### src/gyro_angle_integrator_autocal_defines.svh
// Assertion macros used by the top RTL file of the gyro integrator.
`ifndef GYRO_ANGLE_INTEGRATOR_AUTOCAL_DEFINES_SVH
`define GYRO_ANGLE_INTEGRATOR_AUTOCAL_DEFINES_SVH

// Same-cycle implication, checked on every rising edge outside reset.
`define GAIC_ASSERT_NOW(label, ante, cons) \
    label: assert property (@(posedge clk) disable iff (!rst_n) (ante) |-> (cons)) \
        else $error("gaic: assertion failed");

// Next-cycle implication, checked on every rising edge outside reset.
`define GAIC_ASSERT_NEXT(label, ante, cons) \
    label: assert property (@(posedge clk) disable iff (!rst_n) (ante) |=> (cons)) \
        else $error("gaic: assertion failed");

`endif

### src/gaic_pkg.sv
package gaic_pkg;

    localparam int RAW_W    = 16;
    localparam int TS_W     = 32;
    localparam int ANGLE_W  = 48;
    localparam int OFFS_W   = 24;
    localparam int DEADB_W  = 23;
    localparam int CNT_W    = 16;
    localparam int SUM_W    = 40;
    localparam int CFG_IDX_W = 3;
    localparam int CFG_DATA_W = 24;

    localparam int DIV_N_W  = SUM_W;
    localparam int DIV_D_W  = CNT_W;
    localparam int DIV_CNT_W = $clog2(DIV_N_W + 1);

    localparam logic [TS_W-1:0] MAX_STEP_US_DEF = 32'd1048575;

    localparam logic [DEADB_W-1:0] DEADBAND_RST = 23'd12800;
    localparam logic [CNT_W-1:0]   CALIB_RST    = 16'd2000;
    localparam logic [CNT_W-1:0]   MIN_BIAS_RST = 16'd26;

    // Drift is in raw*us, the mean in Q8 raw units: compare drift*256 with mean*1e6.
    localparam logic [19:0] DRIFT_SCALE = 20'd1000000;

    localparam logic [CFG_IDX_W-1:0] REG_INIT_OFFSET = 3'd0;
    localparam logic [CFG_IDX_W-1:0] REG_DEADBAND    = 3'd1;
    localparam logic [CFG_IDX_W-1:0] REG_AUTOCAL     = 3'd2;
    localparam logic [CFG_IDX_W-1:0] REG_CALIB_COUNT = 3'd3;
    localparam logic [CFG_IDX_W-1:0] REG_MIN_BIAS    = 3'd4;

    localparam logic MODE_SAMPLE = 1'b0;
    localparam logic MODE_CLEAR  = 1'b1;

    typedef struct packed {
        logic busy;
        logic done;
    } div_status_t;

endpackage

### src/gyro_angle_integrator_autocal.sv
// A clear word goes straight to the output state; a rate sample passes the multiply,
// accumulate and calibrate states, and when autocalibration runs its mean it also goes
// through a 40-step serial divider and a compare state. The block takes one word at a
// time; s_tready returns as the result is loaded into the output register, and a
// stalled output word holds the block longer.
// Reset (rst_n low, asynchronous) zeroes angle, offset, averages and history and
// loads the register defaults; no clearing pass follows.
`include "gyro_angle_integrator_autocal_defines.svh"

module gyro_angle_integrator_autocal
#(
    parameter logic [gaic_pkg::TS_W-1:0] MAX_STEP_US = gaic_pkg::MAX_STEP_US_DEF
)
(
    input  logic        clk,
    input  logic        rst_n,
    input  logic        s_tvalid,
    output logic        s_tready,
    input  logic [47:0] s_tdata,   // gyro_raw[15:0], timestamp_us[47:16]
    input  logic [0:0]  s_tuser,   // mode[0]
    output logic        m_tvalid,
    input  logic        m_tready,
    output logic [71:0] m_tdata,   // angle[47:0], bias_offset_q8[71:48]
    output logic [1:0]  m_tuser,   // in_deadband[0], recalibrated[1]
    input  logic        cfg_we,
    input  logic [gaic_pkg::CFG_IDX_W-1:0]  cfg_index,
    input  logic [gaic_pkg::CFG_DATA_W-1:0] cfg_data
);

    localparam int AW = gaic_pkg::ANGLE_W;
    localparam int OW = gaic_pkg::OFFS_W;
    localparam int SW = gaic_pkg::SUM_W;
    localparam int CW = gaic_pkg::CNT_W;
    localparam int TW = gaic_pkg::TS_W;
    localparam int VW = OW + 1;
    localparam int PW = VW + 1 + TW;

    typedef enum logic [2:0] {
        ST_IDLE,
        ST_MUL,
        ST_ACC,
        ST_CAL,
        ST_DIV,
        ST_CMP,
        ST_OUT
    } state_t;

    state_t state_reg;

    logic signed [AW-1:0] angle_reg;
    logic signed [OW-1:0] offset_reg;
    logic signed [15:0]   prev_raw_reg;
    logic [TW-1:0]        prev_ts_reg;
    logic signed [SW-1:0] bsum_reg;
    logic [CW-1:0]        bcnt_reg;
    logic signed [AW-1:0] ref_reg;

    logic [gaic_pkg::DEADB_W-1:0] deadband_reg;
    logic                         autocal_reg;
    logic [CW-1:0]                calib_reg;
    logic [CW-1:0]                minb_reg;

    logic [VW:0]          smag_reg;
    logic                 sneg_reg;
    logic [TW-1:0]        dt_reg;
    logic signed [VW-1:0] v2_reg;
    logic                 dead_reg;
    logic                 recal_reg;
    logic [PW-1:0]        prod_reg;
    logic [SW-1:0]        mm_reg;
    logic [AW:0]          drift_reg;

    logic                 out_valid_reg;
    logic [71:0]          out_data_reg;
    logic [1:0]           out_user_reg;

    // Sample path.
    logic signed [15:0]   raw_in;
    logic [TW-1:0]        ts_in;
    logic [TW-1:0]        dt_raw;
    logic signed [VW-1:0] v1_c;
    logic signed [VW-1:0] v2_c;
    logic signed [VW:0]   s_c;
    logic [VW-1:0]        v2_mag;

    assign raw_in = s_tdata[15:0];
    assign ts_in  = s_tdata[47:16];
    assign dt_raw = ts_in - prev_ts_reg;
    assign v1_c   = {prev_raw_reg[15], prev_raw_reg, 8'b0} + VW'(offset_reg);
    assign v2_c   = {raw_in[15], raw_in, 8'b0} + VW'(offset_reg);
    assign s_c    = (VW+1)'(v1_c) + (VW+1)'(v2_c);
    assign v2_mag = v2_c[VW-1] ? VW'(-v2_c) : VW'(v2_c);

    // Rounded area and saturating angle update.
    logic [PW-1:0]        psum;
    logic [AW:0]          q_c;
    logic signed [AW+1:0] area_c;
    logic signed [AW+1:0] asum_c;
    logic signed [AW-1:0] angle_sat;

    assign psum   = prod_reg + PW'(256);
    assign q_c    = psum[AW+9:9];
    assign area_c = sneg_reg ? -(AW+2)'({1'b0, q_c}) : (AW+2)'({1'b0, q_c});
    assign asum_c = (AW+2)'(angle_reg) + area_c;

    always_comb
    begin
        if (asum_c[AW+1:AW-1] == 3'b000 || asum_c[AW+1:AW-1] == 3'b111)
            angle_sat = asum_c[AW-1:0];
        else if (asum_c[AW+1])
            angle_sat = {1'b1, {(AW-1){1'b0}}};
        else
            angle_sat = {1'b0, {(AW-1){1'b1}}};
    end

    // Saturating bias sum.
    logic signed [SW:0]   bsum_c;
    logic signed [SW-1:0] bsum_sat;

    assign bsum_c = (SW+1)'(bsum_reg) + (SW+1)'(v2_reg);

    always_comb
    begin
        if (bsum_c[SW] == bsum_c[SW-1])
            bsum_sat = bsum_c[SW-1:0];
        else if (bsum_c[SW])
            bsum_sat = {1'b1, {(SW-1){1'b0}}};
        else
            bsum_sat = {1'b0, {(SW-1){1'b1}}};
    end

    // Mean, drift test and offset update.
    logic [SW-1:0]        bsum_mag;
    logic signed [AW:0]   rdiff_c;
    logic [59:0]          lhs_c;
    logic [59:0]          rhs_c;
    logic signed [SW:0]   mean_c;
    logic signed [SW+1:0] odiff_c;
    logic signed [OW-1:0] offset_sat;

    assign bsum_mag = bsum_reg[SW-1] ? SW'(-bsum_reg) : SW'(bsum_reg);
    assign rdiff_c  = (AW+1)'(ref_reg) - (AW+1)'(angle_reg);
    assign lhs_c    = {3'b0, drift_reg, 8'b0};
    assign rhs_c    = 60'(mm_reg) * 60'(gaic_pkg::DRIFT_SCALE);
    assign mean_c   = bsum_reg[SW-1] ? -(SW+1)'({1'b0, mm_reg}) : (SW+1)'({1'b0, mm_reg});
    assign odiff_c  = (SW+2)'(offset_reg) - (SW+2)'(mean_c);

    always_comb
    begin
        if (odiff_c[SW+1:OW-1] == '0 || odiff_c[SW+1:OW-1] == '1)
            offset_sat = odiff_c[OW-1:0];
        else if (odiff_c[SW+1])
            offset_sat = {1'b1, {(OW-1){1'b0}}};
        else
            offset_sat = {1'b0, {(OW-1){1'b1}}};
    end

    logic                  div_start;
    logic [SW-1:0]         div_quot;
    gaic_pkg::div_status_t div_sts;

    assign div_start = (state_reg == ST_CAL) && autocal_reg && (bcnt_reg != '0);

    gaic_div u_div
    (
        .clk      (clk),
        .rst_n    (rst_n),
        .start    (div_start),
        .dividend (bsum_mag),
        .divisor  (bcnt_reg),
        .quotient (div_quot),
        .status   (div_sts)
    );

    logic in_acc;
    logic out_load;

    assign in_acc   = s_tvalid && s_tready;
    assign out_load = (state_reg == ST_OUT) && (!out_valid_reg || m_tready);

    always_ff @(posedge clk or negedge rst_n)
    begin
        if (!rst_n)
        begin
            state_reg     <= ST_IDLE;
            angle_reg     <= '0;
            offset_reg    <= '0;
            prev_raw_reg  <= '0;
            prev_ts_reg   <= '0;
            bsum_reg      <= '0;
            bcnt_reg      <= '0;
            ref_reg       <= '0;
            deadband_reg  <= gaic_pkg::DEADBAND_RST;
            autocal_reg   <= 1'b0;
            calib_reg     <= gaic_pkg::CALIB_RST;
            minb_reg      <= gaic_pkg::MIN_BIAS_RST;
            out_valid_reg <= 1'b0;
        end
        else
        begin
            if (out_load)
                out_valid_reg <= 1'b1;
            else if (out_valid_reg && m_tready)
                out_valid_reg <= 1'b0;

            unique case (state_reg)
                ST_IDLE:
                begin
                    if (in_acc)
                    begin
                        recal_reg <= 1'b0;
                        if (s_tuser[0] == gaic_pkg::MODE_CLEAR)
                        begin
                            dead_reg  <= 1'b0;
                            angle_reg <= '0;
                            state_reg <= ST_OUT;
                        end
                        else
                        begin
                            dead_reg     <= (v2_mag <= VW'(deadband_reg));
                            smag_reg     <= s_c[VW] ? (VW+1)'(-s_c) : (VW+1)'(s_c);
                            sneg_reg     <= s_c[VW];
                            dt_reg       <= (dt_raw > MAX_STEP_US) ? MAX_STEP_US : dt_raw;
                            v2_reg       <= v2_c;
                            prev_raw_reg <= raw_in;
                            prev_ts_reg  <= ts_in;
                            state_reg    <= ST_MUL;
                        end
                    end
                end
                ST_MUL:
                begin
                    prod_reg  <= PW'(smag_reg) * PW'(dt_reg);
                    state_reg <= ST_ACC;
                end
                ST_ACC:
                begin
                    if (dead_reg)
                    begin
                        bsum_reg <= bsum_sat;
                        if (bcnt_reg != '1)
                            bcnt_reg <= bcnt_reg + 1'b1;
                    end
                    else
                    begin
                        angle_reg <= angle_sat;
                    end
                    state_reg <= ST_CAL;
                end
                ST_CAL:
                begin
                    drift_reg <= rdiff_c[AW] ? (AW+1)'(-rdiff_c) : (AW+1)'(rdiff_c);
                    state_reg <= div_start ? ST_DIV : ST_OUT;
                end
                ST_DIV:
                begin
                    if (div_sts.done)
                    begin
                        mm_reg    <= div_quot;
                        state_reg <= ST_CMP;
                    end
                end
                ST_CMP:
                begin
                    if (lhs_c > rhs_c)
                    begin
                        bsum_reg <= '0;
                        bcnt_reg <= '0;
                        ref_reg  <= angle_reg;
                    end
                    else if (bcnt_reg >= calib_reg && mm_reg > SW'(minb_reg))
                    begin
                        offset_reg <= offset_sat;
                        bsum_reg   <= '0;
                        bcnt_reg   <= '0;
                        recal_reg  <= 1'b1;
                    end
                    state_reg <= ST_OUT;
                end
                ST_OUT:
                begin
                    if (out_load)
                    begin
                        out_data_reg  <= {offset_reg, angle_reg};
                        out_user_reg  <= {recal_reg, dead_reg};
                        state_reg     <= ST_IDLE;
                    end
                end
                default:
                begin
                    state_reg <= ST_IDLE;
                end
            endcase

            // Writes to the initial offset register are ignored; reset clears the offset.
            if (cfg_we)
            begin
                unique case (cfg_index)
                    gaic_pkg::REG_DEADBAND:
                        deadband_reg <= cfg_data[gaic_pkg::DEADB_W-1:0];
                    gaic_pkg::REG_AUTOCAL:
                    begin
                        autocal_reg <= cfg_data[0];
                        if (cfg_data[0])
                        begin
                            bsum_reg <= '0;
                            bcnt_reg <= '0;
                        end
                    end
                    gaic_pkg::REG_CALIB_COUNT:
                        calib_reg <= cfg_data[CW-1:0];
                    gaic_pkg::REG_MIN_BIAS:
                        minb_reg <= cfg_data[CW-1:0];
                    default:
                    begin
                    end
                endcase
            end
        end
    end

    assign s_tready = (state_reg == ST_IDLE);
    assign m_tvalid = out_valid_reg;
    assign m_tdata  = out_data_reg;
    assign m_tuser  = out_user_reg;

    `GAIC_ASSERT_NEXT(a_busy_after_accept, in_acc, !s_tready)
    `GAIC_ASSERT_NOW(a_div_done_in_wait, div_sts.done, state_reg == ST_DIV)
    `GAIC_ASSERT_NOW(a_recal_needs_autocal, m_tvalid && m_tuser[1], autocal_reg)

endmodule

### src/gaic_div.sv
module gaic_div
(
    input  logic                          clk,
    input  logic                          rst_n,
    input  logic                          start,
    input  logic [gaic_pkg::DIV_N_W-1:0]  dividend,
    input  logic [gaic_pkg::DIV_D_W-1:0]  divisor,
    output logic [gaic_pkg::DIV_N_W-1:0]  quotient,
    output gaic_pkg::div_status_t         status
);

    localparam int NW = gaic_pkg::DIV_N_W;
    localparam int DW = gaic_pkg::DIV_D_W;
    localparam int CW = gaic_pkg::DIV_CNT_W;

    logic [NW-1:0] work_reg;
    logic [DW-1:0] rem_reg;
    logic [DW-1:0] div_reg;
    logic [CW-1:0] cnt_reg;
    logic          busy_reg;
    logic          done_reg;

    logic [DW:0]   trial;
    logic          fits;
    logic [DW:0]   diff;

    // One restoring step per cycle: quotient bits shift in where dividend bits leave.
    assign trial = {rem_reg, work_reg[NW-1]};
    assign fits  = (trial >= {1'b0, div_reg});
    assign diff  = trial - {1'b0, div_reg};

    always_ff @(posedge clk or negedge rst_n)
    begin
        if (!rst_n)
        begin
            busy_reg <= 1'b0;
            done_reg <= 1'b0;
            cnt_reg  <= '0;
        end
        else
        begin
            done_reg <= 1'b0;
            if (start)
            begin
                work_reg <= dividend;
                div_reg  <= divisor;
                rem_reg  <= '0;
                cnt_reg  <= CW'(NW);
                busy_reg <= 1'b1;
            end
            else if (busy_reg)
            begin
                rem_reg  <= fits ? diff[DW-1:0] : trial[DW-1:0];
                work_reg <= {work_reg[NW-2:0], fits};
                cnt_reg  <= cnt_reg - 1'b1;
                if (cnt_reg == CW'(1))
                begin
                    busy_reg <= 1'b0;
                    done_reg <= 1'b1;
                end
            end
        end
    end

    assign quotient    = work_reg;
    assign status.busy = busy_reg;
    assign status.done = done_reg;

endmodule

### config.mk
export PLATFORM = sky130hd
export DESIGN_NAME = gyro_angle_integrator_autocal
export DESIGN_NICKNAME = d
export VERILOG_FILES = /design/src/gaic_pkg.sv /design/src/gyro_angle_integrator_autocal.sv /design/src/gaic_div.sv
export VERILOG_INCLUDE_DIRS = /design/src /design/src/src
export SDC_FILE = /design/constraint.sdc
export NUM_CORES = 2
export LEC_CHECK = 0
export BUFFER_PORTS_ARGS = -buffer_cell sky130_fd_sc_hd__buf_2
export CORE_MARGIN = 5
export CORE_UTILIZATION = 30
export CTS_CLUSTER_SIZE = 24
export DETAILED_ROUTE_END_ITERATION = 10
export HOLD_SLACK_MARGIN = 0.03
export PLACE_DENSITY = 0.57
export SYNTH_ARGS = -nofsm -noshare
export SYNTH_HDL_FRONTEND = slang
export SYNTH_SLANG_ARGS = --single-unit
### constraint.sdc
create_clock -name clk -period 8.7 [get_ports clk]
set_clock_uncertainty 0.2 [all_clocks]
set_input_delay 0.435 -clock clk [delete_from_list [all_inputs] [get_ports clk]]
set_output_delay 0.435 -clock clk [all_outputs]
set_load 0.01 [all_outputs]
==> summary.txt <==
Outcome
  • Status: finished with violations
  • Violated checks: setup timing

Placement
  • Sum of net half-perimeters after detailed placement: 204 mm
  • Placer Congestion: 0.929
  • Count of placed standard cells including taps: 12619
  • Worst slack, placed: -1.06 ns
  • Number of I/O port buffers: approximately 160

Worst setup path
  • Category of the critical setup timing path: flip-flop to flip-flop
  • Delay of the slowest cell on the worst path: around 0.56 ns
  • Endpoint of the most critical setup path: bsum_reg[25]
  • Startpoint of the most critical register-to-register path: mm_reg[4]
  • Crit path DAT: 9.33 ns
  • Critical Path Sink Type: flip-flop
  • CP Launch Point: mm_reg[4]
  • Critical path's slowest cell: fa_2
  • CP delay by family, top: adder cells
  • Worst flop-to-flop path endpoint: bsum_reg[25]
  • Register-to-Register Path Depth: 42
  • Critical path launch point type: flip-flop
  • WP buf/inv: 12
  • Register-to-Register Setup Slack: -0.22 ns
  • Maximum fanout along the worst path: 8
  • Number of cells on the critical path: 42
  • Worst EP required: 9.11 ns

Final layout
  • Ratio of cells with drive above 1 in the final layout: 10.5%
  • Diode insertion count for antenna repair: 0
  • Filler-free cell count of the finished design: 12939
  • Layout Area Growth over Synthesis: 14.8%
  • Flip-flop count of the largest register, all copies and words added: around 70
  • Final nets: ~11000

Yosys
  • Total number of yosys warnings: 0
  • Avg Cell Area, Syn: 9.16 um^2
  • Share of flip-flops with an asynchronous set or reset after synthesis: between 40% and 50%
  • Top cell type by total area after synthesis: fa_1
  • Flop and latch count out of synthesis: 661
  • Netlist area before placement: 81700 um^2
  • Dominant cell by count in the synthesized netlist: inv_1
  • List of most frequent post-synthesis cells: 1275 x inv_1, 1103 x nand2_1, 886 x fa_1
  • Number of enable-type register cells in the synthesized netlist: 369
  • Fraction of the mapped netlist area in compound gates: 13.8%
  • Combinational family with the most area after synthesis: adder cells
  • Mux cell area share after synthesis: less than 1%
  • Post-synthesis simple-gate area fraction: 15.0%
  • Syn Inst Count: 8916
  • Synth area leaders: fa_1 22%, edfxtp_1 14%, ha_1 13%
  • Ys flop type: edfxtp_1
  • Post-synthesis share of cell area spent on xor and xnor gates: 6.11%
  • Area fraction of the dominant cell type after synthesis: a little over a fifth
  • Post-synthesis sequential area ratio: a little under a quarter
  • Netlist cell types: 105
  • Adder-cell share of the synthesized area: 34.3%

CTS
  • Clock transition at path regs: 0.06 ns
  • Number of CTS-inserted buffers: 86
  • CTS Root Cell: clkbuf_16
  • Worst-Skew Late Latency: 0.77 ns
  • Clock tree from TritonCTS: done
  • H-tree Lvls: 3
  • Sinks on Clock Net: 661
  • Maximum root-to-sink buffer count: 3

Routing
  • DR vias: 65699
  • 1st-iter DRT viols: 4475
  • Per-cell routed wire length: 19.4 um
  • Remaining antenna violation count after routing: 0
  • Final routed DRC violation total: 0
  • First drt pass iteration count: 6
  • Via density per instance: 5.08
  • Total detailed-routing wirelength: about 250 mm

Die
  • DIE AREA: about 280000 um^2
  • Vertical die dimension: 532 um
  • Num rows: 191
  • # IOs: 157
  • Initial core utilization: between 30% and 40%
  • Placeable Area: 271000 um^2
  • Die Span X: 532 um

STA
  • Fin. max-slew vios: 0
  • Slew HR: about 16%
  • Final Critical Period: roughly 8.9 ns
  • Setup slack of the critical path after layout: -0.219 ns
  • Final count of hold timing violations: 0
  • Pin slew with the least headroom to its limit: 1.26 ns
  • Unrepaired setup endpoints after global routing: yes
  • Count of endpoints failing setup in the final report: about 120
  • Max Clock Freq: 0.112 GHz
  • Final Cycle Share: 103%

GRT
  • Number of global-route vias before repair: 67584
  • Gr usage total: about 17%
  • Wire length of the first global-routing pass: 391 mm
  • Aggregate global routing overflow: 0
  • Number of antenna violations at the first check in global routing: 4
  • Largest net degree at the start of global routing: 99

Hold path
  • Path class of the lowest-slack min-delay path: primary input to async pin

Flow run
  • Number of maximum-capacitance violations: 0
layout by cell type (no fill, tap or decap), types with 28 or more instances in the layout:
master         count
dlygate4sd3_1     83
inv_2             28
inv_1           1247
and2_1           338
nand4_1          101
dfrtp_1          279
o31ai_1           36
buf_2            154
a21oi_1          419
and3_1            76
nor4_1            34
buf_4            355
nand2_1         1090
o21ai_0          421
o211ai_1          38
nand2b_1          73
a221o_1           72
o21a_1            56
nand3_1          140
a21o_1           214
a211oi_1          44
nor2b_1           55
fa_1             872
nor2_1           303
nor3_1           102
xnor2_1          344
clkbuf_16         96
a31oi_1           81
o21ai_1           50
ha_1             809
xor2_1           223
o21bai_1          47
or3_1             37
edfxtp_1         369
final cells by class:
class | instances | area [um^2]
clock buffer | 118 | 2450
clock inverter | 44 | 562
fill | 27649 | 177000
inverter | 1278 | 4800
multi-input combinational | 6627 | 58000
sequential | 661 | 18400
tap | 3570 | 4470
timing repair buffer | 641 | 5070
worst min-delay path by stage:
stage	from	end	slack (ns)	depth (start not counted)
6_report	rst_n	deadband_reg[3]	0.11	2
5_1_grt	cfg_index[1]	deadband_reg[13]	0.13	5
4_1_cts	cfg_index[1]	deadband_reg[13]	0.04	5
3_5_place_dp	recal_reg	m_tuser[1]	0.23	0
3_3_place_gp	rst_n	angle_reg[5]	0.24	1
2_1_floorplan	rst_n	angle_reg[0]	-0.06	0
cell families (layout without fill, tap and decap cells):
| logic type | Yosys count | count (layout) |
|---|---|---|
| compound gates | 1759 | 1759 |
| buf+inv | 1639 | 2081 |
| fa+ha+maj | 1710 | 1710 |
| mux | 46 | 46 |
| xor+xnor | 568 | 568 |
| flops | 661 | 661 |
| other cells | 1 | 12 |
| simple gates | 2532 | 2532 |
per-stage QoR:
step / hold slack [ns] / TNS [ns] / instance area [um^2] / util [%]
final: 0.114 / -14.82 / 93800 / 34.6
after global placement: 0.236 / -65.01 / 88200 / 32.6
after CTS: 0.0421 / -24.86 / 92700 / 34.2
after global routing: 0.128 / -56.96 / 93800 / 34.6
after detailed placement: 0.231 / -97.62 / 88200 / 32.6
after floorplan: -0.0606 / 0 / 81800 / -
repair_timing:
| action | 4_1_cts | 5_1_grt |
|---|---|---|
| setup buffers | 23 | 40 |
| cloned | 2 | 14 |
| hold buffers | 83 | 0 |
| endpoints found under the hold margin | 168 | 0 |
| endpoints found under the setup margin | 129 | 133 |
| pin swaps | 86 | 57 |
| resized for setup | 134 | 155 |
metal layers:
metal,GRT usage (%),wire [um],vias up
met5,0,0,-
met4,4.92,7450,0
met1,23.0,110000,32944
met3,1.72,11900,359
met2,29.6,122000,1713
li1,-,-,30683
Power is left out: the tool's default activity adds up to more than one toggle a clock period on the data nets, which glitch-free logic cannot reach.
